--- src/rtl/core/spc_pkg.sv ---
// spc_pkg: shared types, constants and helper functions for the shape pair contact block
// used by every module under rtl/core; has no dependencies of its own
package spc_pkg;

  localparam int COORD_BITS       = 24;
  localparam int NORMAL_FRAC_BITS = 14;
  localparam int NORMAL_BITS      = NORMAL_FRAC_BITS + 2;
  localparam int XW               = COORD_BITS + 4;       // working width for sums
  localparam int QW               = NORMAL_FRAC_BITS + 1; // quotient bits, one per divide cell
  localparam int RW               = COORD_BITS + 3;       // root remainder width
  localparam int DW               = 2 * COORD_BITS;       // squared distance width

  // word layout on the stream ports, first field in the lowest bits
  localparam int OFF_A_R     = 4 * COORD_BITS;
  localparam int OFF_B       = OFF_A_R + COORD_BITS - 1;
  localparam int OFF_B_R     = OFF_B + 4 * COORD_BITS;
  localparam int IN_BITS     = OFF_B_R + COORD_BITS - 1;
  localparam int IN_TDATA_W  = ((IN_BITS + 7) / 8) * 8;
  localparam int OFF_DEPTH   = 2 * COORD_BITS;
  localparam int OFF_NX      = OFF_DEPTH + COORD_BITS - 1;
  localparam int OFF_NY      = OFF_NX + NORMAL_BITS;
  localparam int OUT_BITS    = OFF_NY + NORMAL_BITS;
  localparam int OUT_TDATA_W = ((OUT_BITS + 7) / 8) * 8;

  typedef enum logic [1:0] {
    MODE_BOX_BOX       = 2'd0,
    MODE_BOX_CIRCLE    = 2'd1,
    MODE_CIRCLE_CIRCLE = 2'd2,
    MODE_NONE          = 2'd3
  } mode_t;

  typedef logic signed [COORD_BITS-1:0]  coord_t;
  typedef logic        [COORD_BITS-2:0]  depth_t;
  typedef logic        [COORD_BITS-1:0]  umag_t;
  typedef logic signed [XW-1:0]          wide_t;
  typedef logic signed [NORMAL_BITS-1:0] norm_t;

  localparam norm_t N_ONE  = norm_t'(2 ** NORMAL_FRAC_BITS);
  localparam norm_t N_NEG  = -N_ONE;
  localparam wide_t C_MAX  = wide_t'(2 ** (COORD_BITS - 1) - 1);
  localparam wide_t C_MIN  = -C_MAX - wide_t'(1);

  typedef struct packed {
    mode_t  mode;
    coord_t a_x0;
    coord_t a_y0;
    coord_t a_x1;
    coord_t a_y1;
    depth_t a_radius;
    coord_t b_x0;
    coord_t b_y0;
    coord_t b_x1;
    coord_t b_y1;
    depth_t b_radius;
  } pair_t;

  // result fields plus what the root and divide cells still need
  typedef struct packed {
    logic   hit;
    logic   norm;
    coord_t px;
    coord_t py;
    depth_t depth;
    norm_t  nx;
    norm_t  ny;
    umag_t  r;
    umag_t  mx;
    umag_t  my;
    logic   sgx;
    logic   sgy;
  } ctx_t;

  typedef struct packed {
    logic [DW-1:0] rad;
    logic [RW-1:0] rem;
    umag_t         root;
  } sq_t;

  typedef struct packed {
    umag_t         rem;
    logic [QW-1:0] bits;
  } lane_t;

  typedef struct packed {
    lane_t lx;
    lane_t ly;
    umag_t len;
  } dv_t;

  // halving, rounded to nearest with halves upward
  function automatic wide_t half_w(wide_t v);
    return (v + wide_t'(1)) >>> 1;
  endfunction

  function automatic wide_t abs_w(wide_t v);
    return v < 0 ? -v : v;
  endfunction

  function automatic coord_t sat_c(wide_t v);
    coord_t res;
    if (v > C_MAX) res = coord_t'(C_MAX);
    else if (v < C_MIN) res = coord_t'(C_MIN);
    else res = v[COORD_BITS-1:0];
    return res;
  endfunction

  function automatic depth_t sat_d(wide_t v);
    depth_t res;
    if (v < 0) res = '0;
    else if (v > C_MAX) res = depth_t'(C_MAX);
    else res = v[COORD_BITS-2:0];
    return res;
  endfunction

endpackage

--- src/rtl/core/spc_finish.sv ---
// spc_finish: applies depth and signed normal from root and quotients, holds the output word
// depends on spc_pkg
module spc_finish (
  input  logic                              clk,
  input  logic                              rst,
  input  logic                              in_valid,
  output logic                              in_ready,
  input  spc_pkg::ctx_t                     in_ctx,
  input  spc_pkg::dv_t                      in_dv,
  output logic                              m_tvalid,
  input  logic                              m_tready,
  output logic [spc_pkg::OUT_TDATA_W-1:0]   m_tdata,
  output logic                              m_tuser
);
  import spc_pkg::*;

  depth_t dep;
  norm_t  nx, ny, qx, qy;

  always_comb begin
    qx  = norm_t'(in_dv.lx.bits);
    qy  = norm_t'(in_dv.ly.bits);
    dep = in_ctx.depth;
    nx  = in_ctx.nx;
    ny  = in_ctx.ny;
    if (in_ctx.norm) begin
      dep = sat_d(wide_t'(in_ctx.r) - wide_t'(in_dv.len));
      nx  = in_ctx.sgx ? -qx : qx;
      ny  = in_ctx.sgy ? -qy : qy;
    end
  end

  assign in_ready = !m_tvalid || m_tready;

  always_ff @(posedge clk) begin
    if (rst) m_tvalid <= 1'b0;
    else if (in_ready) m_tvalid <= in_valid;
  end

  always_ff @(posedge clk) begin
    if (in_ready && in_valid) begin
      m_tuser <= in_ctx.hit;
      m_tdata <= OUT_TDATA_W'({ny, nx, dep, in_ctx.py, in_ctx.px});
    end
  end

endmodule
--- config.mk ---
export PLATFORM = sky130hd
export DESIGN_NAME = spc_finish
export DESIGN_NICKNAME = d
export VERILOG_FILES = /design/src/rtl/core/spc_pkg.sv /design/src/rtl/core/spc_finish.sv
export SDC_FILE = /design/constraint.sdc
export NUM_CORES = 1
export LEC_CHECK = 0
export ABC_AREA = 1
export BUFFER_PORTS_ARGS = -buffer_cell sky130_fd_sc_hd__buf_4
export CORE_AREA = 2 2 151 153
export DETAILED_ROUTE_END_ITERATION = 12
export DIE_AREA = 0 0 153 155
export PLACE_DENSITY = 0.55
export SYNTH_ARGS = -nofsm -noshare
export SYNTH_HDL_FRONTEND = slang
export SYNTH_SLANG_ARGS = --single-unit
--- constraint.sdc ---
create_clock -name clk -period 8.68 [get_ports clk]
set_input_delay 0.868 -clock clk [delete_from_list [all_inputs] [get_ports clk]]
set_output_delay 0.868 -clock clk [all_outputs]
set_load 0.1 [all_outputs]
Word-level counts from Yosys, hierarchy flattened
Cells that the tools add are included.
- multiplexer cells: 7
- reductions and logical operators: 3
- magnitude comparators: 2
- $add $sub $neg: 3
- operators with widths (cell ; number):
    $mux W23 ; 3
    $mux W16 ; 4
    $neg A15 Y16 ; 2
    $gt A25 B24 Y1 const B ; 1
    $lt A25 B1 Y1 const B ; 1
    $sub A24 B24 Y25 ; 1
    $logic_and A1 B1 Y1 ; 1
    $logic_not A1 Y1 ; 1
    $logic_or A1 B1 Y1 ; 1
- bits of input ports: 285
- output and inout bits: 107
- logic and storage cells: 18
- register bits: 105

Depth between registers and ports, before layout
- word-level depth: 5
- mapped depth: 16
- mapped depth without buffers: 15

Worst setup path before layout
Ideal clock, no wire load.
- kind: input port to flip-flop
- from: input port in_valid
- to: register m_tdata[0] (netlist bit) (enable)
- data arrival time: 5.927 ns
- setup slack: 2.153 ns
- required time: 8.080 ns
- stages: 2
- library setup time: 0.600 ns
- path buffers: 0
- cells stage by stage: inv_1 -> a21oi_1
- word-level cells in the longest chain between the ends: 1
- ends and longest elaborated chain (item ; line ; RTL):
    from (decl) ; spc_finish.sv:6 ; input logic in_valid,
    $logic_and A1 B1 Y1 ; spc_finish.sv:41 ; if (in_ready && in_valid) begin
    to (signal assigned) ; spc_finish.sv:43 ; m_tdata <= OUT_TDATA_W'({ny, nx, dep, in_ctx.py, in_ctx.px});
    to (decl) ; spc_finish.sv:12 ; output logic [spc_pkg::OUT_TDATA_W-1:0] m_tdata,
Every way passes these cells.
A chain may end at the register's enable or synchronous reset.

Final worst setup path
- from: input port in_ctx[50] (netlist bit)
- to: register m_tdata[49] (netlist bit) (data pin)
- word-level cells in the longest chain between the ends: 5
- elaborated cells on any way between the ends: 6
- those cells by class: 1 x add/sub; 2 x order compare; 3 x mux
- ends and longest elaborated chain (item ; line ; RTL):
    from (decl) ; spc_finish.sv:8 ; input spc_pkg::ctx_t in_ctx,
    $sub A24 B24 Y25 (*) ; spc_finish.sv:27 ; dep = sat_d(wide_t'(in_ctx.r) - wide_t'(in_dv.len));
    $gt A25 B24 Y1 ; spc_pkg.sv:110 ; else if (v > C_MAX) res = depth_t'(C_MAX);
    $mux W23 ; spc_pkg.sv:110 ;
    $mux W23 (*) ; spc_pkg.sv:109 ; if (v < 0) res = '0;
    $mux W23 (*) ; spc_finish.sv:26 ; if (in_ctx.norm) begin
    named net dep[1] ; spc_finish.sv:17 ; depth_t dep;
Mark *: on every way through the listed nets, which the timed path passes. The rest lies on a longest branch.

==> results.py <==
metrics = {
    "sta": {
        "tns_ns": 0,
        "fin_skew_ns": 0.0103,
        "finalSetupViolCount": 0,
        "finalHoldViolations": 0,
        "drv_slew": 0,
        "fin_crit_sh_pct": 32.4,
        "grt_setup_unrepaired": "no",
        "fmax_mhz": 355,
        "tightest_slew_ns": 0.945,
        "fin_crit_ns": 2.82,
        "relSlewSlack_pct": 37.0,
    },
    "die": {
        "dieArea_mm2": 0.0237,
        "num_io_pins": 392,
        "die_x_um": 153,
        "core_area_mm2": 0.0222,
        "fp-row-count": 55,
        "start_util_pct": 28.5,
        "die_y_um": 155,
    },
    "pwr": {
        "p_per_area_mw_per_mm2": 178,
        "p_sw_mw": 0.655,
        "p_sw_share_pct": 40.2,
        "clockPowerShare_pct": 25.4,
        "pwr-share-seq_pct": 37.7,
        "p_int_mw": 0.973,
        "max-vdd-ir-drop_mv": 0.0735,
        "power_frac_comb_pct": 36.9,
        "leakage_nw": 4.53,
    },
    "finish": {
        "area_delta_synth_final_pct": 44.2,
        "nFillCells": 2296,
        "seqCellArea_mm2": 0.00314,
        "multi_input_area_mm2": 0.00270,
        "final_nets": 1368,
        "final_cell_mix": "buf_4 (297), nand2_1 (282), inv_1 (106)",
        "num_antenna_cells": 0,
        "final_area_mm2": 0.00912,
        "drive_gt1_share_pct": 31.1,
        "layout_commonest_cell": "buf_4",
    },
    "clock_tree": {
        "cts_resized": 0,
        "hold_buffers": 0,
        "htreeDepth": 3,
        "clkLatencyLatePin_ns": 0.35,
        "post_cts_buffers": 0,
        "cts_buffers": 9,
        "cts.clk_slew.worst_paths_ns": 0.08,
        "max-clock-path-buffers": 2,
        "cts_tree": "yes",
        "clock_sinks": 105,
        "cts_root_buffer": "clkbuf_16",
    },
    "synthesis": {
        "ys_seq_area_share_pct": 49.7,
        "synthDistinctLibCells": 35,
        "syn_avg_cell_area_um2": 8.27,
        "synth-seq-cells": 105,
        "ys_warn_count": 0,
        "yosys.area_share.simple_pct": 26.5,
        "yosys.area_share.xor_xnor_pct": 4.57,
        "synth.cell_area_mm2": 0.00633,
        "synth_compound_area_share_pct": 5.87,
        "syn_nets": 1077,
        "synthMuxAreaShare_pct": 0,
        "synth_top_family_by_area": "simple AND/OR/NAND/NOR gates",
        "netlist_instances": 765,
        "synthAdderAreaFrac_pct": 5.46,
    },
    "run_status": {
        "outcome": "completed",
    },
    "placement": {
        "placed_area_mm2": 0.00883,
        "gp_congestion": 0.916,
        "port_buffers": 294,
        "hpwl_um": 17000,
    },
    "drt": {
        "ant_nets": 0,
        "vias_per_cell": 4.47,
        "drtIter0Drc": 239,
        "dr.pass1.iters": 5,
        "routedWlPerCell_um": 15.7,
        "drt_wl_total_um": 21100,
        "drc_errors": 0,
        "vias": 6023,
    },
    "global_routing": {
        "grt_pass1_wl_um": 31400,
        "track_usage_pct": 17.3,
        "antenna_found_initial": 0,
        "overflow": 0,
        "grt_max_degree": 71,
        "grt_pass1_vias": 5832,
    },
    "critical_path": {
        "worstPathRequired_ns": 8.87,
        "crit_family": "simple AND/OR/NAND/NOR gates",
        "crit_chain": "buf_4 -> inv_1 -> ha_1 -> fa_1 -> inv_1 -> nand3_1 -> nand3_2 -> nand2_1 -> nand2_1 -> nand3_1 -> nand3_2 -> nand2_1 -> inv_2 -> nand2_1 -> nand2_1",
        "worst_ep_arrival_time_ns": 3.01,
        "max_stage_delay_ns": 0.42,
        "worstPathMaxFanout": 23,
        "crit_type": "input pin to register",
        "path_common_cell": "nand2_1",
        "path_buf_inv": 4,
        "critPathLaunchType": "input pin",
        "slowest_stage": "fa_1",
        "cp-end-kind": "register",
    },
    "flow_run": {
        "maxCapViolCount": 0,
    },
    "hold_path": {
        "hp-class": "register to register",
    },
}
cell families (layout without fill, tap and decap cells):
| logic type | count (synthesis) | in the layout |
|---|---|---|
| AOI/OAI and AO/OA | 70 | 70 |
| xor gates and xnor gates | 33 | 33 |
| adders and majority gates | 27 | 27 |
| buffers and inverters | 125 | 421 |
| DFF | 105 | 105 |
| other | 1 | 1 |
| and+or+nand+nor | 404 | 404 |
tightest hold or removal path: stages (launching register included):
cell	delay, ns
dfxtp_1	0.36
nand2_1	0.11
a21oi_1	0.06
final timing paths:
check / start / end / slack, ns / cells after the start
worst max register to register: m_tvalid$_SDFFE_PP0N_ / m_tdata[75]$_DFFE_PP_ / 6.46 / 3
worst min-delay path: m_tvalid$_SDFFE_PP0N_ / m_tvalid$_SDFFE_PP0N_ / 0.57 / 2
worst min register to register: m_tvalid$_SDFFE_PP0N_ / m_tvalid$_SDFFE_PP0N_ / 0.57 / 2
worst max-delay path: in_ctx[50] / m_tdata[49]$_DFFE_PP_ / 5.86 / 15
power by group through the flow:
| stage | combinational, mW | clock (mW) | sequential [mW] |
|---|---|---|---|
| after floorplan | 0.172 | 0 | 0.887 |
| after global placement | 0.603 | 0 | 0.625 |
| after CTS | 0.607 | 0.429 | 0.614 |
| final | 0.602 | 0.413 | 0.614 |
| after detailed placement | 0.605 | 0 | 0.626 |
| after global routing | 0.642 | 0.446 | 0.617 |
stage by stage:
| stage | util [%] | hold slack, ns | std cells | setup slack, ns | total power, mW |
|---|---|---|---|---|---|
| finish | 41.0 | 0.573 | 1346 | 5.86 | 1.63 |
| global route | 41.0 | 0.607 | 1346 | 5.69 | 1.71 |
| CTS | 41.0 | 0.579 | 1346 | 5.86 | 1.65 |
| detailed placement | 39.7 | 0.565 | 1330 | 5.48 | 1.23 |
| global placement | 39.7 | 0.539 | 1330 | 5.51 | 1.23 |
| floorplan | - | 0.937 | 765 | 2.15 | 1.06 |
sequential cells by signal, indices dropped and copies added, names as in the netlist:
name / cells
m_tdata: 103
m_tuser: 1
m_tvalid: 1
cells in the mapped netlist (all sizes together):
cell type | number | area share (%)
fa | 1 | 0.32
or2 | 2 | 0.20
conb | 1 | 0.059
nand2 | 290 | 18
and2 | 1 | 0.099
inv | 108 | 6.4
nor3 | 10 | 0.87
o21bai | 3 | 0.36
and3 | 1 | 0.099
a21o | 1 | 0.12
nor4 | 1 | 0.099
o31ai | 2 | 0.24
nand3 | 33 | 3.0
ha | 26 | 5.1
xor2 | 22 | 3.0
clkbuf | 10 | 0.59
a31oi | 5 | 0.49
nor2 | 52 | 3.1
buf | 7 | 0.85
edfxtp | 104 | 49
xnor2 | 11 | 1.5
dfxtp | 1 | 0.32
nand3b | 7 | 0.83
o21ai | 34 | 2.7
a21oi | 25 | 2.0
nand4 | 7 | 0.69
layer usage:
| layer | global-route usage [%] | share of wire (%) |
|---|---|---|
| met1 | 20.4 | 42 |
| met2 | 29.6 | 47 |
| met3 | 6.07 | 9.1 |
| met4 | 5.78 | 2.1 |
| met5 | 0 | 0 |
layout make-up:
class / count / share of cell area, %
well taps: 285 / 3.91
clock inverters: 6 / 0.672
inverters: 108 / 4.44
flip-flops and latches: 105 / 34.5
repair buffers: 297 / 24.4
clock buffers: 10 / 2.51
multi-input cells: 535 / 29.6
Note: power is estimated with default switching activity, not from simulation.
