### config.mk
export PLATFORM = sky130hd
export DESIGN_NAME = spc_root_cell
export DESIGN_NICKNAME = d
export VERILOG_FILES = /design/src/rtl/core/spc_pkg.sv /design/src/rtl/core/spc_root_cell.sv
export SDC_FILE = /design/constraint.sdc
export NUM_CORES = 1
export LEC_CHECK = 0
export ABC_AREA = 1
export BUFFER_PORTS_ARGS = -buffer_cell sky130_fd_sc_hd__buf_4
export CORE_AREA = 2 2 220 222
export CTS_BUF_LIST = sky130_fd_sc_hd__clkbuf_4 sky130_fd_sc_hd__clkbuf_8
export CTS_CLUSTER_DIAMETER = 30
export CTS_CLUSTER_SIZE = 28
export DETAILED_ROUTE_END_ITERATION = 8
export DIE_AREA = 0 0 222 224
export GPL_TIMING_DRIVEN = 0
export PLACE_DENSITY = 0.49
export SLEW_MARGIN = 20
export SYNTH_ARGS = -nofsm -noshare
export SYNTH_HDL_FRONTEND = slang
export SYNTH_SLANG_ARGS = --single-unit
export TNS_END_PERCENT = 5
### constraint.sdc
create_clock -name clk -period 16.3 [get_ports clk]
set_input_delay 0.815 -clock clk [delete_from_list [all_inputs] [get_ports clk]]
set_output_delay 0.815 -clock clk [all_outputs]
set_load 0.01 [all_outputs]
### src/rtl/core/spc_pkg.sv
// spc_pkg: shared types, constants and helper functions for the shape pair contact block
// used by every module under rtl/core; has no dependencies of its own
package spc_pkg;

  localparam int COORD_BITS       = 24;
  localparam int NORMAL_FRAC_BITS = 14;
  localparam int NORMAL_BITS      = NORMAL_FRAC_BITS + 2;
  localparam int XW               = COORD_BITS + 4;       // working width for sums
  localparam int QW               = NORMAL_FRAC_BITS + 1; // quotient bits, one per divide cell
  localparam int RW               = COORD_BITS + 3;       // root remainder width
  localparam int DW               = 2 * COORD_BITS;       // squared distance width

  // word layout on the stream ports, first field in the lowest bits
  localparam int OFF_A_R     = 4 * COORD_BITS;
  localparam int OFF_B       = OFF_A_R + COORD_BITS - 1;
  localparam int OFF_B_R     = OFF_B + 4 * COORD_BITS;
  localparam int IN_BITS     = OFF_B_R + COORD_BITS - 1;
  localparam int IN_TDATA_W  = ((IN_BITS + 7) / 8) * 8;
  localparam int OFF_DEPTH   = 2 * COORD_BITS;
  localparam int OFF_NX      = OFF_DEPTH + COORD_BITS - 1;
  localparam int OFF_NY      = OFF_NX + NORMAL_BITS;
  localparam int OUT_BITS    = OFF_NY + NORMAL_BITS;
  localparam int OUT_TDATA_W = ((OUT_BITS + 7) / 8) * 8;

  typedef enum logic [1:0] {
    MODE_BOX_BOX       = 2'd0,
    MODE_BOX_CIRCLE    = 2'd1,
    MODE_CIRCLE_CIRCLE = 2'd2,
    MODE_NONE          = 2'd3
  } mode_t;

  typedef logic signed [COORD_BITS-1:0]  coord_t;
  typedef logic        [COORD_BITS-2:0]  depth_t;
  typedef logic        [COORD_BITS-1:0]  umag_t;
  typedef logic signed [XW-1:0]          wide_t;
  typedef logic signed [NORMAL_BITS-1:0] norm_t;

  localparam norm_t N_ONE  = norm_t'(2 ** NORMAL_FRAC_BITS);
  localparam norm_t N_NEG  = -N_ONE;
  localparam wide_t C_MAX  = wide_t'(2 ** (COORD_BITS - 1) - 1);
  localparam wide_t C_MIN  = -C_MAX - wide_t'(1);

  typedef struct packed {
    mode_t  mode;
    coord_t a_x0;
    coord_t a_y0;
    coord_t a_x1;
    coord_t a_y1;
    depth_t a_radius;
    coord_t b_x0;
    coord_t b_y0;
    coord_t b_x1;
    coord_t b_y1;
    depth_t b_radius;
  } pair_t;

  // result fields plus what the root and divide cells still need
  typedef struct packed {
    logic   hit;
    logic   norm;
    coord_t px;
    coord_t py;
    depth_t depth;
    norm_t  nx;
    norm_t  ny;
    umag_t  r;
    umag_t  mx;
    umag_t  my;
    logic   sgx;
    logic   sgy;
  } ctx_t;

  typedef struct packed {
    logic [DW-1:0] rad;
    logic [RW-1:0] rem;
    umag_t         root;
  } sq_t;

  typedef struct packed {
    umag_t         rem;
    logic [QW-1:0] bits;
  } lane_t;

  typedef struct packed {
    lane_t lx;
    lane_t ly;
    umag_t len;
  } dv_t;

  // halving, rounded to nearest with halves upward
  function automatic wide_t half_w(wide_t v);
    return (v + wide_t'(1)) >>> 1;
  endfunction

  function automatic wide_t abs_w(wide_t v);
    return v < 0 ? -v : v;
  endfunction

  function automatic coord_t sat_c(wide_t v);
    coord_t res;
    if (v > C_MAX) res = coord_t'(C_MAX);
    else if (v < C_MIN) res = coord_t'(C_MIN);
    else res = v[COORD_BITS-1:0];
    return res;
  endfunction

  function automatic depth_t sat_d(wide_t v);
    depth_t res;
    if (v < 0) res = '0;
    else if (v > C_MAX) res = depth_t'(C_MAX);
    else res = v[COORD_BITS-2:0];
    return res;
  endfunction

endpackage

### src/rtl/core/spc_root_cell.sv
// spc_root_cell: one digit of the integer square root, two radicand bits per cell
// depends on spc_pkg
module spc_root_cell (
  input  logic          clk,
  input  logic          rst,
  input  logic          in_valid,
  output logic          in_ready,
  input  spc_pkg::ctx_t in_ctx,
  input  spc_pkg::sq_t  in_sq,
  output logic          out_valid,
  input  logic          out_ready,
  output spc_pkg::ctx_t out_ctx,
  output spc_pkg::sq_t  out_sq
);
  import spc_pkg::*;

  sq_t           sq_next;
  logic [RW-1:0] rem_sh, trial;

  always_comb begin
    rem_sh       = {in_sq.rem[RW-3:0], in_sq.rad[DW-1:DW-2]};
    trial        = RW'({in_sq.root, 2'b01});
    sq_next.rad  = in_sq.rad << 2;
    if (rem_sh >= trial) begin
      sq_next.rem  = rem_sh - trial;
      sq_next.root = {in_sq.root[COORD_BITS-2:0], 1'b1};
    end else begin
      sq_next.rem  = rem_sh;
      sq_next.root = {in_sq.root[COORD_BITS-2:0], 1'b0};
    end
  end

  assign in_ready = !out_valid || out_ready;

  always_ff @(posedge clk) begin
    if (rst) out_valid <= 1'b0;
    else if (in_ready) out_valid <= in_valid;
  end

  always_ff @(posedge clk) begin
    if (in_ready && in_valid) begin
      out_ctx <= in_ctx;
      out_sq  <= sq_next;
    end
  end

endmodule

# Word level (Yosys, flattened, before mapping)
# Index checks and enable logic that the tools add are counted.
totals:
  reg_bits: 277
  in_bits: 282
  out_inout_bits: 280
  elab_cells: 22
classes:
  n_addsub: 1
  order_cmp: 1
  muxes: 1
  reduce_logical: 3
op_table:
  columns: ["op", "count"]
  rows:
  - ["two-way mux 51 bit", 1]
  - [">= comparator 27 x 26 -> 1 bit", 1]
  - ["subtractor 27 x 26 -> 27 bit", 1]
  - ["logical AND 1 bit", 1]
  - ["logical NOT 1 bit", 1]
  - ["logical OR 1 bit", 1]

# Logic depth before layout (Yosys ltp)
logic_depth:
  depth_word: 3
  ltp_mapped: 14
  mapped_depth_nobuf: 13

# Worst setup path after synthesis
# Ideal clock, no wire load.
synth_path:
  path_type: "input to register"
  from: "input in_valid"
  to: "register out_ctx[0] (netlist bit) (enable)"
  setup_ns: 1.005
  arrival_time_ns: 14.088
  required_time_ns: 15.295
  slack_ns: 1.208
  stages: 2
  path_buffers: 0
  path_cell_list: "inv_1 -> a21oi_1"
synth_via:
  elab_chain_cells: 1
synth_rtl:
  columns: ["element", "line", "text"]
  rows:
  - ["from (decl)", "spc_root_cell.sv:6", "input logic in_valid,"]
  - ["logical AND 1 bit", "spc_root_cell.sv:41", "if (in_ready && in_valid) begin"]
  - ["to (signal assigned)", "spc_root_cell.sv:42", "out_ctx <= in_ctx;"]
  - ["to (decl)", "spc_root_cell.sv:12", "output spc_pkg::ctx_t out_ctx,"]
# No other way between the ends.
# A chain may end at the register's enable or synchronous reset.

==> impl_metrics.csv <==
group,metric,value,unit
floorplan,core,47300,um2
critical_path,worst_path_dominant_cell_family,"simple AND/OR/NAND/NOR gates",
timing,tightest_slew,0.613,ns
synthesis,synth_area,10800,um2
clock_tree,htree_levels,3,
timing,fin_crit_sh,0.137,
critical_path,worstReg2RegStart,"out_valid",
critical_path,path_class,"input pin to flop",
global_routing,global_route.overflow_total,0,
global_routing,grt_pass1_wl,59800,um
run_status,status,"finished clean",
timing,final-max-slew-violation-count,0,
run,cap_violations,0,
placement,place_congestion,0.859,
routing,post-route-drc-count,0,
timing,rsz0062_at_grt,"false",
clock_tree,cts_resized,0,
hold_path,timing.hold.worst.start,"rst",
synthesis,library_cell_with_the_highest_instance_count_after_synthesis,"sky130_fd_sc_hd__edfxtp_1",
critical_path,worstPathCellList,"buf_4 -> inv_1 -> ha_1 -> nand2_1 -> nor2_1 -> nand2_1 -> nor3_2 -> nand2_1 -> nand3_2 -> inv_2 -> buf_4 -> nand2_1 -> nand2_1",
hold_path,min_path_type,"input pin to flop",
synthesis,synth_async_sr_flop_share,0,
clock_tree,postCtsSetupRepairBufs,0,
critical_path,critPathRequiredTime,16.67,ns
power_and_ir_drop,power.ir.vdd_worst,0.0000472,V
synthesis,yosysTopAreaCellShare,0.767,
layout,stdcell_count,2150,
clock_tree,cts-hold-fix-buffers,0,
routing,first_iter_violations,549,
placement,port_buffers,557,
critical_path,cp_max_fo,10,
routing,detailedRoute.firstPassIterationCount,5,
critical_path,startpoint,"in_sq[12]",
power_and_ir_drop,leakage,8.19,nW
layout,finalNetCount,1772,
timing,max_slew_margin,0.591,
critical_path,critical-path-top-cell-by-count,"sky130_fd_sc_hd__nand2_1",
placement,numPlacedInstances,1997,
timing,final_period_minus_worst_setup_slack,2.23,ns
critical_path,cp_num_buf_inv,4,
clock_tree,clk_latency,0.66,ns
global_routing,grt_antenna_before_repair,12,
clock_tree,cts_tree,"done",
synthesis,synth.largest_area_cell,"sky130_fd_sc_hd__edfxtp_1",
placement,detailed_place_hpwl,34500,um
synthesis,synth.yosys.seq_area_share,0.769,
timing,max_clock_freq,0.449,GHz
floorplan,initial_core_util,0.228,
clock_tree,worst_case_clock_buffer_depth,3,
timing,finalSetupViolations,0,
clock_tree,cts-root-buf,"sky130_fd_sc_hd__clkbuf_8",
floorplan,y_dimension_of_the_die,224,um
timing,worst_slack,14.07,ns
global_routing,largest_net_degree_at_the_start_of_global_routing,24,
placement,pre_cts_setup_slack,13.38,ns
synthesis,syn_area_per_cell,13.4,um2
floorplan,io_pins,562,
critical_path,critPathArrivalTime,2.60,ns
synthesis,synth.top_cells.by_area,"sky130_fd_sc_hd__edfxtp_1, sky130_fd_sc_hd__nand2_1, sky130_fd_sc_hd__inv_1",
synthesis,synth_enable_flop_cells,276,
clock_tree,cts_inserted_buffers,80,
routing,routedWlPerCell,20.0,um
critical_path,worst_path_max_delay_cell,"sky130_fd_sc_hd__ha_1",
critical_path,worstSetupEndpointType,"flop",
routing,final_antenna_net_count,0,
timing,fin_worst_skew,0.0438,ns
layout,filler_cell_count,4642,
layout,post_route_cells_drive_above_1_share,0.481,
timing,finalHoldViolations,0,
global_routing,global_route.usage.total,0.168,
synthesis,ys_top_cells_by_count,"sky130_fd_sc_hd__edfxtp_1, sky130_fd_sc_hd__nand2_1, sky130_fd_sc_hd__inv_1, sky130_fd_sc_hd__nor2_1, sky130_fd_sc_hd__nand3_1",
synthesis,ys_ff_latch,277,
synthesis,ys_warn_count,0,
clock_tree,clock_tree_sinks,277,
critical_path,worst_setup_path_start_kind,"input pin",
routing,via_per_inst,4.04,
clock_tree,clk_transition_reported_paths,0.06,ns
power_and_ir_drop,power.density_cell_area,121,nW/um2
global_routing,grt_pass1_vias,8819,
synthesis,post_synth_inst_count,809,
floorplan,placementRows,80,
floorplan,fp.dieArea,49700,um2
synthesis,postSynth.topFlopCell,"sky130_fd_sc_hd__edfxtp_1",
routing,drt_wl_total,42900,um
routing,detailroute.via_count,8679,
synthesis,post_synth_num_cell_types,27,
layout,syn2layout_area_growth,66.0,%
critical_path,critPathMaxStageDelay,0.36,ns
floorplan,die_x,222,um
==> logic make-up after synthesis <==
group | after synthesis | share of synthesized area
other | 1 | 0.000347
adder cells (fa/ha/maj) | 26 | 0.0301
flip-flops | 277 | 0.769
buffers and inverters | 131 | 0.0497
AO/OA/AOI/OAI | 22 | 0.0109
AND/OR/NAND/NOR | 339 | 0.130
XOR/XNOR | 13 | 0.0105
==> cell type report <==
class                   instances  area, um2  area share
well taps                     615        769      0.0429
repair buffers                572       4570       0.255
flip-flops and latches        277       8310       0.463
clock inverters                58        577      0.0321
clock buffers                  90       1190      0.0662
inverters                     124        465      0.0259
diodes                          5       12.5    0.000697
plain buffers                   7       71.3     0.00397
multi-input cells             402       1980       0.110
==> worst paths after layout <==
kind | to | slack, ns | cells after the start
min reg2reg | out_valid | 0.57 | 2
max | out_sq[48] | 14.07 | 13
min | out_valid | 0.30 | 2
max reg2reg | out_ctx[16] | 14.12 | 6
==> through the flow <==
step                setup TNS, ns   util  instance area, um2  total power, W  hold WS (ns)
floorplan                       0      -               10800        0.000998         0.577
detailed placement              0  0.341               16200         0.00116         0.557
global placement         -1536.78  0.333               15800         0.00117         0.490
global route                    0  0.379               17900         0.00227         0.289
finish                          0  0.379               17900         0.00217         0.305
CTS                             0  0.379               17900         0.00222         0.247
==> cells in the final DEF, fill, tap and decap left out, types with 2 or more instances in the layout <==
master | netlist | layout
sky130_fd_sc_hd__a21oi_1 | 15 | 14
sky130_fd_sc_hd__buf_16 | 0 | 13
sky130_fd_sc_hd__buf_4 | 3 | 560
sky130_fd_sc_hd__buf_6 | 3 | 3
sky130_fd_sc_hd__buf_8 | 1 | 2
sky130_fd_sc_hd__bufinv_16 | 0 | 8
sky130_fd_sc_hd__clkbuf_4 | 0 | 8
sky130_fd_sc_hd__clkbuf_8 | 0 | 82
sky130_fd_sc_hd__clkinv_1 | 0 | 10
sky130_fd_sc_hd__clkinv_2 | 0 | 11
sky130_fd_sc_hd__clkinv_4 | 0 | 10
sky130_fd_sc_hd__clkinvlp_4 | 0 | 14
sky130_fd_sc_hd__conb_1 | 1 | 2
sky130_fd_sc_hd__diode_2 | 0 | 5
sky130_fd_sc_hd__edfxtp_1 | 276 | 276
sky130_fd_sc_hd__ha_1 | 26 | 26
sky130_fd_sc_hd__inv_1 | 121 | 121
sky130_fd_sc_hd__inv_2 | 3 | 3
sky130_fd_sc_hd__inv_6 | 0 | 4
sky130_fd_sc_hd__nand2_1 | 249 | 249
sky130_fd_sc_hd__nand2_2 | 2 | 2
sky130_fd_sc_hd__nand3_1 | 29 | 29
sky130_fd_sc_hd__nand3_2 | 5 | 5
sky130_fd_sc_hd__nand3b_1 | 4 | 4
sky130_fd_sc_hd__nand4_1 | 5 | 5
sky130_fd_sc_hd__nor2_1 | 36 | 36
sky130_fd_sc_hd__nor2_2 | 5 | 5
sky130_fd_sc_hd__o21ai_0 | 4 | 4
sky130_fd_sc_hd__o21bai_1 | 2 | 2
sky130_fd_sc_hd__xor2_1 | 12 | 12
==> power breakdown <==
part	leakage, nW	internal, W	total (W)	switching, W
Combinational	4.64	0.000137	0.000284	0.000147
Clock	0.867	0.000629	0.00103	0.000404
Sequential	2.68	0.000842	0.000855	0.0000125
Total	8.19	0.00161	0.00217	0.000564
==> sequential cells by signal, summed over array words and instances (netlist names) <==
| register | count |
|---|---|
| out_ctx | 179 |
| out_sq | 97 |
| out_valid | 1 |
==> per-layer routing <==
layer,GRT usage,share of wire,vias to the layer above
met5,0,0.0027,-
met3,0.0656,0.084,81
met4,0.0724,0.027,18
li1,-,-,4073
met2,0.307,0.54,361
met1,0.169,0.35,4146
(Power assumes the default switching activity.)
