## src/rtl/core/spc_pkg.sv

```systemverilog
// spc_pkg: shared types, constants and helper functions for the shape pair contact block
// used by every module under rtl/core; has no dependencies of its own
package spc_pkg;

  localparam int COORD_BITS       = 24;
  localparam int NORMAL_FRAC_BITS = 14;
  localparam int NORMAL_BITS      = NORMAL_FRAC_BITS + 2;
  localparam int XW               = COORD_BITS + 4;       // working width for sums
  localparam int QW               = NORMAL_FRAC_BITS + 1; // quotient bits, one per divide cell
  localparam int RW               = COORD_BITS + 3;       // root remainder width
  localparam int DW               = 2 * COORD_BITS;       // squared distance width

  // word layout on the stream ports, first field in the lowest bits
  localparam int OFF_A_R     = 4 * COORD_BITS;
  localparam int OFF_B       = OFF_A_R + COORD_BITS - 1;
  localparam int OFF_B_R     = OFF_B + 4 * COORD_BITS;
  localparam int IN_BITS     = OFF_B_R + COORD_BITS - 1;
  localparam int IN_TDATA_W  = ((IN_BITS + 7) / 8) * 8;
  localparam int OFF_DEPTH   = 2 * COORD_BITS;
  localparam int OFF_NX      = OFF_DEPTH + COORD_BITS - 1;
  localparam int OFF_NY      = OFF_NX + NORMAL_BITS;
  localparam int OUT_BITS    = OFF_NY + NORMAL_BITS;
  localparam int OUT_TDATA_W = ((OUT_BITS + 7) / 8) * 8;

  typedef enum logic [1:0] {
    MODE_BOX_BOX       = 2'd0,
    MODE_BOX_CIRCLE    = 2'd1,
    MODE_CIRCLE_CIRCLE = 2'd2,
    MODE_NONE          = 2'd3
  } mode_t;

  typedef logic signed [COORD_BITS-1:0]  coord_t;
  typedef logic        [COORD_BITS-2:0]  depth_t;
  typedef logic        [COORD_BITS-1:0]  umag_t;
  typedef logic signed [XW-1:0]          wide_t;
  typedef logic signed [NORMAL_BITS-1:0] norm_t;

  localparam norm_t N_ONE  = norm_t'(2 ** NORMAL_FRAC_BITS);
  localparam norm_t N_NEG  = -N_ONE;
  localparam wide_t C_MAX  = wide_t'(2 ** (COORD_BITS - 1) - 1);
  localparam wide_t C_MIN  = -C_MAX - wide_t'(1);

  typedef struct packed {
    mode_t  mode;
    coord_t a_x0;
    coord_t a_y0;
    coord_t a_x1;
    coord_t a_y1;
    depth_t a_radius;
    coord_t b_x0;
    coord_t b_y0;
    coord_t b_x1;
    coord_t b_y1;
    depth_t b_radius;
  } pair_t;

  // result fields plus what the root and divide cells still need
  typedef struct packed {
    logic   hit;
    logic   norm;
    coord_t px;
    coord_t py;
    depth_t depth;
    norm_t  nx;
    norm_t  ny;
    umag_t  r;
    umag_t  mx;
    umag_t  my;
    logic   sgx;
    logic   sgy;
  } ctx_t;

  typedef struct packed {
    logic [DW-1:0] rad;
    logic [RW-1:0] rem;
    umag_t         root;
  } sq_t;

  typedef struct packed {
    umag_t         rem;
    logic [QW-1:0] bits;
  } lane_t;

  typedef struct packed {
    lane_t lx;
    lane_t ly;
    umag_t len;
  } dv_t;

  // halving, rounded to nearest with halves upward
  function automatic wide_t half_w(wide_t v);
    return (v + wide_t'(1)) >>> 1;
  endfunction

  function automatic wide_t abs_w(wide_t v);
    return v < 0 ? -v : v;
  endfunction

  function automatic coord_t sat_c(wide_t v);
    coord_t res;
    if (v > C_MAX) res = coord_t'(C_MAX);
    else if (v < C_MIN) res = coord_t'(C_MIN);
    else res = v[COORD_BITS-1:0];
    return res;
  endfunction

  function automatic depth_t sat_d(wide_t v);
    depth_t res;
    if (v < 0) res = '0;
    else if (v > C_MAX) res = depth_t'(C_MAX);
    else res = v[COORD_BITS-2:0];
    return res;
  endfunction

endpackage

```

## src/rtl/core/spc_div_cell.sv

```systemverilog
// spc_div_cell: one quotient bit of both normal components, restoring division by length
// depends on spc_pkg
module spc_div_cell (
  input  logic          clk,
  input  logic          rst,
  input  logic          in_valid,
  output logic          in_ready,
  input  spc_pkg::ctx_t in_ctx,
  input  spc_pkg::dv_t  in_dv,
  output logic          out_valid,
  input  logic          out_ready,
  output spc_pkg::ctx_t out_ctx,
  output spc_pkg::dv_t  out_dv
);
  import spc_pkg::*;

  dv_t dv_next;

  function automatic lane_t step(lane_t l, umag_t len);
    logic [COORD_BITS:0] r2;
    logic [COORD_BITS:0] dif;
    lane_t               res;
    r2  = {l.rem, l.bits[QW-1]};
    dif = r2 - {1'b0, len};
    if (!dif[COORD_BITS] || r2 >= {1'b0, len}) begin
      res.rem  = dif[COORD_BITS-1:0];
      res.bits = {l.bits[QW-2:0], 1'b1};
    end else begin
      res.rem  = r2[COORD_BITS-1:0];
      res.bits = {l.bits[QW-2:0], 1'b0};
    end
    if (r2 < {1'b0, len}) begin
      res.rem  = r2[COORD_BITS-1:0];
      res.bits = {l.bits[QW-2:0], 1'b0};
    end
    return res;
  endfunction

  always_comb begin
    dv_next.lx  = step(in_dv.lx, in_dv.len);
    dv_next.ly  = step(in_dv.ly, in_dv.len);
    dv_next.len = in_dv.len;
  end

  assign in_ready = !out_valid || out_ready;

  always_ff @(posedge clk) begin
    if (rst) out_valid <= 1'b0;
    else if (in_ready) out_valid <= in_valid;
  end

  always_ff @(posedge clk) begin
    if (in_ready && in_valid) begin
      out_ctx <= in_ctx;
      out_dv  <= dv_next;
    end
  end

endmodule

```

## config.mk

```make
export PLATFORM = sky130hd
export DESIGN_NAME = spc_div_cell
export DESIGN_NICKNAME = d
export VERILOG_FILES = /design/src/rtl/core/spc_pkg.sv /design/src/rtl/core/spc_div_cell.sv
export SDC_FILE = /design/constraint.sdc
export NUM_CORES = 1
export LEC_CHECK = 0
export BUFFER_PORTS_ARGS = -buffer_cell sky130_fd_sc_hd__buf_2
export CAP_MARGIN = 40
export CORE_AREA = 2 2 222 224
export CTS_CLUSTER_SIZE = 20
export DETAILED_ROUTE_END_ITERATION = 10
export DIE_AREA = 0 0 224 226
export GPL_ROUTABILITY_DRIVEN = 0
export PLACE_DENSITY = 0.54
export SYNTH_ARGS = -nofsm -noshare
export SYNTH_HDL_FRONTEND = slang
export SYNTH_SLANG_ARGS = --single-unit
export TNS_END_PERCENT = 5
```

## constraint.sdc

```tcl
create_clock -name clk -period 10.18 [get_ports clk]
set_input_delay 0 -clock clk [delete_from_list [all_inputs] [get_ports clk]]
set_output_delay 0 -clock clk [all_outputs]
set_load 0.02 [all_outputs]
```

* Yosys cells after proc, flatten, opt, wreduce, memory -nomap -nowiden
Index checks and enable logic that the tools add are counted.
** Word-level totals
- Bits in registers :: 282
- Output and inout bits :: 283
- Word-level logic and storage cells :: 37
- Bits of input ports :: 285
** Operators by class
- Reduce and logical (&&, ||, !) cells :: 7
- Add/sub/neg operators :: 2
- Mux-type cells :: 4
- $lt $le $gt $ge :: 4
** Operators by type and width (number)
- $mux W39 :: 4
- $ge A25 B24 Y1 :: 2
- $lt A25 B24 Y1 :: 2
- $sub A25 B24 Y25 :: 2
- $logic_not A1 Y1 :: 3
- $logic_or A1 B1 Y1 :: 3
- $logic_and A1 B1 Y1 :: 1

* Logic depth before layout (Yosys ltp)
Gate-level depths: netlist of the first run.
- Depth after elaboration :: 5
- Mapped depth :: 12
- Gate-level depth less buffers :: 11

* Worst setup path before layout of the first run
No wires, ideal clock.
- Kind :: register -> register
- Start point :: register out_valid
- End point :: register out_ctx[0] (netlist bit) (enable)
- Cell stages (with the launch flop) :: 3
- Arrival time :: 7.029 ns
- Required time :: 9.503 ns
- Period minus slack after synthesis :: 7.706 ns
- Slack :: 2.474 ns
- Path buffers :: 0
- Setup time :: 0.677 ns
- Cells stage by stage :: dfxtp_1 nand2b_1 and2_1
** Between the ends
- Word-level cells in the longest chain between the ends :: 3
** RTL lines
- start, declared :: RTL line spc_div_cell.sv:10 : output logic out_valid,
- start signal, assigned :: RTL line spc_div_cell.sv:49 : else if (in_ready) out_valid <= in_valid;
- $logic_not A1 Y1 :: RTL line spc_div_cell.sv:45 : assign in_ready = !out_valid || out_ready;
- $logic_or A1 B1 Y1 :: RTL line spc_div_cell.sv:45
- named net in_ready :: RTL line spc_div_cell.sv:7 : output logic in_ready,
- $logic_and A1 B1 Y1 :: RTL line spc_div_cell.sv:53 : if (in_ready && in_valid) begin
- end signal, assigned :: RTL line spc_div_cell.sv:54 : out_ctx <= in_ctx;
- end, declared :: RTL line spc_div_cell.sv:12 : output spc_pkg::ctx_t out_ctx,
The timed path passes the listed nets, and every way through them passes these cells.
A chain may end at the register's enable or synchronous reset.

==> reports/summary.md, run 1 <==
Across the VDD grid, the largest voltage drop is 0.0000869 V. The run gives 0.53 ns as the clock insertion delay at the later pin of the skew report. Clock tree synthesis inserted a total of 37 buffers. The logs give 8460 sq um for the footprint of the flip-flops and latches and 59 for the count of cell types in the netlist. The floorplan step set the die height to 226 microns. Remaining global-route overflow: 0. The flow ran to the end, and the final reports show no timing, DRC or antenna violations.

Type of the most critical hold path: in -> reg. In the final design database the tool counted 1946 nets. The residual DRC count came out at 0.

For the setup slack of the critical path after layout, the log shows 6.85 ns. The pre-antenna-repair detailed-routing pass consisted of 4 iterations. The area growth from synthesis to layout is 65.5%. The synthesized net count was 1057. First-iteration detailed-routing DRC count: 414.

The Yosys step of the flow raised 0 warnings. Across the routed clock network, the largest skew measured is 0.0116 ns. In this run the standard cell core region covers 48300 sq um. The width of the chip is 224 microns.

The tools report the total count of max-transition violations in the final report as 0. The worst path arrival time came out at 3.61 ns. Once detail routing completed, the nets flagged for antenna violations numbered 0. The critical path in this run is classified as in -> reg. For the die outline area, the log shows 50600 sq um. Power after layout: 3.29 mW.

The initial cell density of the core is 24.3%, and the first-pass GRT wire length is 65500 microns. In the routed layout, each cell is associated on average with a via count of 4.35. Count of mapped cells out of synthesis: 722. Pre-CTS setup slack: 6.78 ns. In this run the static leakage power is 8.39 nW.

Setup violations remaining at the end of the flow were counted as 0. Setup repair after global routing left no endpoint under its margin. The finished layout holds 2260 standard cells, fillers aside.

The flop and latch count out of synthesis was 282; the placed cell count was 1908. Detailed routing inserted a total of 9836 vias. 568 I/O pins were placed. The final critical path takes up 32.7% of the cycle. In this run the worst path has a maximum fanout of 21. The worst relative slew slack was 38.6%.

The number of gates resized after cts is 0. The synthesized netlist occupies a cell area of 11700 sq um. The hold violation total from the final report came out at 0. Leaving out fill and tap cells, the most frequent cell in the layout is sky130_fd_sc_hd__buf_2. The type of origin of the critical path was an input pin.

For this run, the total global-route usage over all layers was measured as 17.7%. Across the run, the number of max-cap violations was 0. The tools report the library cell used as clock root buffer as sky130_fd_sc_hd__clkbuf_16.

The routed wire length per instance is 20.8 microns, and the clock transition at the registers of the reported paths is 0.06 ns. Number of flops mapped to enable cells by yosys: 281. TritonCTS built the clock tree. Wires add up to 47000 microns. For this run, the leading register cell type out of synthesis is sky130_fd_sc_hd__edfxtp_1. The share of flip-flops with an asynchronous set or reset works out to 0%. Dividing the synthesized area by the synthesized cell count gives 16.3 sq um.

For the final-layout setup total negative slack, the log shows 0 ns. The library cells used most frequently in the layout, excluding fill and tap cells, are 567 x sky130_fd_sc_hd__buf_2, 286 x sky130_fd_sc_hd__dlygate4sd3_1, 281 x sky130_fd_sc_hd__edfxtp_1. Timing would allow up to 300 MHz.

After synthesis, flip-flops and latches occupy 72.0% of the total area. The H-tree depth reported by CTS is 2, and the number of global-route vias before repair is 10122. The count of input and output buffers came out at 567.

The worst path needs 3.33 ns of the cycle, external delays included. The largest net degree at the start of global routing was 67; the transition time at the pin with the least slew margin was 0.921 ns. Hold is met by 0.135 ns. The logs give 6 for the initial antenna violation count and 3070 sq um for the area used by multi-input combinational logic.

The tree built by TritonCTS fans out to 282 sinks. The tools report the endpoint kind of the worst setup timing path as a flip-flop. Power density over the cells: 169 nW/um^2. After floorplanning, the core was divided into 81 placement rows. STA puts the critical path data required time at 10.46 ns.

Counting the fill cells in the layout gives 4553. The run gives 3 as the maximum buffer depth of the clock tree. The wire-length estimate of the detail-placed layout is 35800 microns. The fraction of final layout cells sized beyond drive strength 1 was 41.5%.
final cells by class:
type / count / share of cell area, %
Clock inverter: 20 / 0.817
Sequential cell: 282 / 43.5
Clock buffer: 45 / 5.14
Timing Repair Buffer: 860 / 30.0
Antenna cell: 1 / 0.0129
Tap cell: 622 / 4.00
Inverter: 39 / 0.766
Multi-Input combinational cell: 391 / 15.8
critical path: stages:
cell and delay (ns):
sky130_fd_sc_hd__dlygate4sd3_1 0.53, sky130_fd_sc_hd__buf_2 0.13, sky130_fd_sc_hd__inv_1 0.17, sky130_fd_sc_hd__ha_1 0.26, sky130_fd_sc_hd__nor2b_1 0.14, sky130_fd_sc_hd__o31a_1 0.28, sky130_fd_sc_hd__o311ai_1 0.64, sky130_fd_sc_hd__nand2_2 0.16
sky130_fd_sc_hd__a221oi_4 0.47, sky130_fd_sc_hd__o211a_4 0.30, sky130_fd_sc_hd__inv_4 0.17, sky130_fd_sc_hd__mux2_4 0.34
final timing paths:
kind | depth (start not counted) | slack [ns] | end | startpoint
setup / recovery | 12 | 6.85 | out_dv[59]$_DFFE_PP_ | in_dv[1]
hold / removal | 3 | 0.13 | out_ctx[90]$_DFFE_PP_ | out_ready
setup reg to reg | 4 | 7.91 | out_dv[13]$_DFFE_PP_ | out_valid$_SDFFE_PP0N_
hold reg to reg | 2 | 0.84 | out_ctx[90]$_DFFE_PP_ | out_valid$_SDFFE_PP0N_
stage by stage:
stage | util [%] | area [sq um]
3_3_place_gp | 31.7 | 15300
2_1_floorplan | - | 11700
3_5_place_dp | 31.9 | 15400
5_1_grt | 40.2 | 19400
6_report | 40.2 | 19400
4_1_cts | 40.2 | 19400
logic make-up after synthesis:
group | after synthesis | synth area share [%]
AOI/OAI and AO/OA | 145 | 8.37
xor gates and xnor gates | 33 | 2.46
adders and majority gates | 50 | 5.45
buffers and inverters | 49 | 1.90
DFF | 282 | 72.0
muxes | 46 | 4.94
and+or+nand+nor | 117 | 4.88
registers in the layout (all words and copies together), names as in the netlist:
signal	count
out_dv	102
out_valid	1
out_ctx	179
repair_timing:
action / 4_1_cts / 5_1_grt
setup endpoints to repair: 0 / 0
hold buffers: 286 / 0
hold endpoints to repair: 292 / 0
buffers inserted: 0 / 0
per-layer routing:
| metal | vias up | share of wire [%] | GRT usage (%) |
|---|---|---|---|
| met5 | - | 0.14 | 0 |
| met4 | 10 | 3.7 | 7.01 |
| met3 | 83 | 6.2 | 4.49 |
| met2 | 366 | 52 | 32.0 |
| met1 | 4786 | 38 | 20.0 |
| li1 | 4591 | - | - |
power by group:
group          total, mW  internal [mW]  switching, mW
Clock               1.25          0.749          0.505
Sequential          1.41           1.38         0.0223
Combinational      0.633          0.281          0.351
cells in the mapped netlist (all sizes together) (6+ instances only):
library cell	instances	share of area (%)
o21ai	21	0.89
a31oi	6	0.32
ha	48	5.1
xnor2	19	1.4
nor3	11	0.47
and3	6	0.32
o21bai	6	0.38
edfxtp	281	72
mux2	42	4.6
nand2	33	1.1
xor2	14	1.0
nor2	27	0.86
buf	6	0.50
nand3	10	0.43
a21oi	44	1.9
a211oi	7	0.45
a21o	21	1.3
inv	39	1.3
No activity file was read; power rests on OpenSTA's default activity.
==> run 2: changes to the inputs <==
- clock period: 10.18 -> 3.45 ns (I/O delays scaled with it)
==> reports/summary.md, run 2 (synthesized netlist as in run 1, its figures left out) <==
The run finished with clean final reports. The count of buffers added on input and output ports is 567. The initial antenna violation count is 3.

The largest net degree at the start of global routing is 70, and the worst path arrival time is 3.58 ns. The first detailed-routing pass took 5 iterations. In the layout the commonest cells are 567 x sky130_fd_sc_hd__buf_2, 286 x sky130_fd_sc_hd__dlygate4sd3_1, 281 x sky130_fd_sc_hd__edfxtp_1. The worst path uses 96.2% of the clock period. The count of maximum capacitance violations is 0.

For this configuration, the core starts out at a cell density of 24.3%. Clock latency on the worst-skew pair, taken at its later pin, is 0.54 ns. Register with the most flip-flops: out_ctx. For this run, global-route usage on met3 was measured as 4.15%. The hold violation total from the final report was 0. On the critical path, the stage with the largest delay is an instance of sky130_fd_sc_hd__dlygate4sd3_1. For this design the ratio of total power to cell area is 512 nW/um^2. After the last flow step, the layout net total stands at 1947.

met2 is the most crowded layer. Maximum fanout count along the critical path: 4. The largest registers in the layout are out_ctx: 179 flops, out_dv: 102 flops, out_valid: 1 flops. In this run the remaining antenna-violating nets after routing total 0. In this run the worst hold path is classified as in -> reg.

The tools report the type of origin of the critical path as an input pin. The clock network fraction of design power came out at 39.7%. The met2 routing resource usage after global routing came out at 32.5%.

The signal on the critical path passes through dlygate4sd3_1 > buf_2 > inv_1 > ha_1 > nor2b_1 > o2111ai_1 > a21oi_1 > o21ai_1 > a21oi_1 > a2111o_1 > mux2_2 > dlygate4sd3_1. In this run the deepest clock path goes through 3 buffers. The HPWL after detailed placement is 36000 microns.

The run gives 47900 microns as the detailed-route wire length. The worst setup path is of the in -> reg kind. The logs give 41.5% for the sequential power share and 40.4% for the post-layout utilization of the core.

The commonest non-fill, non-tap cell in the layout is sky130_fd_sc_hd__buf_2. Fraction of final layout cells sized beyond drive strength 1: 41.9%. Dividing the detail-routed wire length by the instance count gives 21.2 microns. The worst supply voltage drop on vdd is 0.000250 V.

After the first detailed-routing iteration, the DRC count stood at 431. The register with the most flip-flops in the layout has 179 of them. In this run the clock root is driven by a sky130_fd_sc_hd__clkbuf_16.

The final worst clock skew is 0.0259 ns. At the pin with the least slew margin, the transition time is 0.723 ns. Net switching is 26.5% of the power. The endpoint kind of the worst setup timing path was a flip-flop.

The number of filler cells placed in the layout is 4510. After layout, the minimum clock period comes to 3.32 ns. Of the total power, combinational logic draws 18.8%.

The total count of max-transition violations in the final report is 0. 568 I/O pins were placed. The vias after detailed routing came out at 9912. The die boundary height works out to 226 microns. The number of clock buffers inserted by TritonCTS was 36; the first-pass GRT wire length was 66100 microns. Setup violations remaining at the end of the flow were counted as 0.

The floorplan step defined a die boundary enclosing 50600 sq um. The post-synthesis to final-layout area growth was 66.1%; the count of standard-cell rows was 81. For the met1 routing resource usage after global routing, the log shows 19.6%. The mean number of vias per cell is 4.39, and the stage delay of the slowest cell on the critical path is 0.56 ns. The clock transition at the registers of the reported paths works out to 0.06 ns. The logs give 7.36 mW for the internal power and 2.65 mW for the switching power summed over all nets.

The maximum achievable frequency is 301 MHz. Setup total negative slack on the finished layout was measured at 0 ns. TritonCTS built the clock tree. For this design the static power due to leakage is 8.42 nW. For the CTS sink count, the log shows 282. Setup repair after global routing left no endpoint under its margin.

The tools report the worst relative slew slack as 51.8%. The number of global-route vias before repair is 10232. The run gives 2 as the H-tree depth reported by CTS. Global routing used 17.9% of the available tracks across all layers. Data required time of the worst path: 3.71 ns. The floorplan step defined a core boundary enclosing 48300 sq um. Across the whole layout, storage elements account for 8460 sq um. After detailed routing, the number of remaining DRC violations is 0. After global routing the overflow that remains totals 0. The floorplan step set the die width to 224 microns.

Area used by multi-input combinational logic: 3080 sq um.
## run 2: changes by cell type in the layout (fill, tap and decap cells not counted), moves of 2 or more
cell / previous run / this run
sky130_fd_sc_hd__buf_12: 1 / 4
sky130_fd_sc_hd__buf_16: 3 / 0
sky130_fd_sc_hd__buf_4: 3 / 5
sky130_fd_sc_hd__bufinv_16: 2 / 7
sky130_fd_sc_hd__clkbuf_1: 6 / 1
sky130_fd_sc_hd__clkbuf_16: 39 / 36
sky130_fd_sc_hd__clkinv_2: 7 / 5
## run 2: critical path: cells and delay by family
kind / cells / cell delay [ns]
AOI/OAI and AO/OA: 5 / 1.49
adders and majority gates: 1 / 0.26
buffers and inverters: 4 / 1.40
muxes: 1 / 0.28
and+or+nand+nor: 1 / 0.14
## run 2: routing by layer
metal  part of all wire, %  routed length [microns]  vias to the layer above
li1                      -                        -                     4596
met1                    37                    17900                     4826
met2                    51                    24600                      396
met3                   6.2                     2980                       90
met4                   5.1                     2430                        4
met5                 0.042                       20                        -
## run 2: path summary, 6_finish.rpt
kind                                from                      to  slack, ns  depth (start not counted)
hold / removal                 in_dv[62]    out_dv[40]$_DFFE_PP_       0.14                          4
hold reg to reg   out_valid$_SDFFE_PP0N_    out_dv[67]$_DFFE_PP_       1.08                          2
setup / recovery                in_dv[1]   out_dv[100]$_DFFE_PP_       0.13                         12
setup reg to reg  out_valid$_SDFFE_PP0N_  out_ctx[153]$_DFFE_PP_       1.51                          3
## run 2: cell type report
class                      count  area share [%]
antenna                        2          0.0256
clock buffer                  37            4.63
sequential                   282            43.3
timing repair buffer         862            29.8
inverter                      39           0.763
multi-input combinational    391            15.8
clock inverter                25            1.68
tap                          622            3.99
## run 2: power by group through the flow
| stage | Combinational [mW] | Sequential (mW) | Clock, mW |
|---|---|---|---|
| floorplan | 0.636 | 4.53 | 0 |
| global placement | 1.58 | 4.22 | 0 |
| detailed placement | 1.60 | 4.21 | 0 |
| CTS | 1.89 | 4.15 | 4.09 |
| global route | 2.01 | 4.17 | 4.22 |
| finish | 1.88 | 4.15 | 3.97 |
## run 2: timing repair
item / 4_1_cts / 5_1_grt
setup buffers: 0 / 0
hold endpoints to repair: 280 / 0
hold buffers: 286 / 0
gates resized for setup: 0 / 2
setup endpoints to repair: 0 / 22
## run 2: per-stage QoR
stage	instances	setup WS (ns)	total power [mW]	hold WS (ns)	cell area, sq um
floorplan	722	0.388	5.17	0.0691	11800
global placement	1910	0.225	5.80	0.165	15400
detailed placement	1910	0.181	5.81	0.162	15400
CTS	2258	0.0665	10.1	0.103	19500
global route	2259	0.0611	10.4	0.128	19500
finish	2260	0.130	10.0	0.143	19500
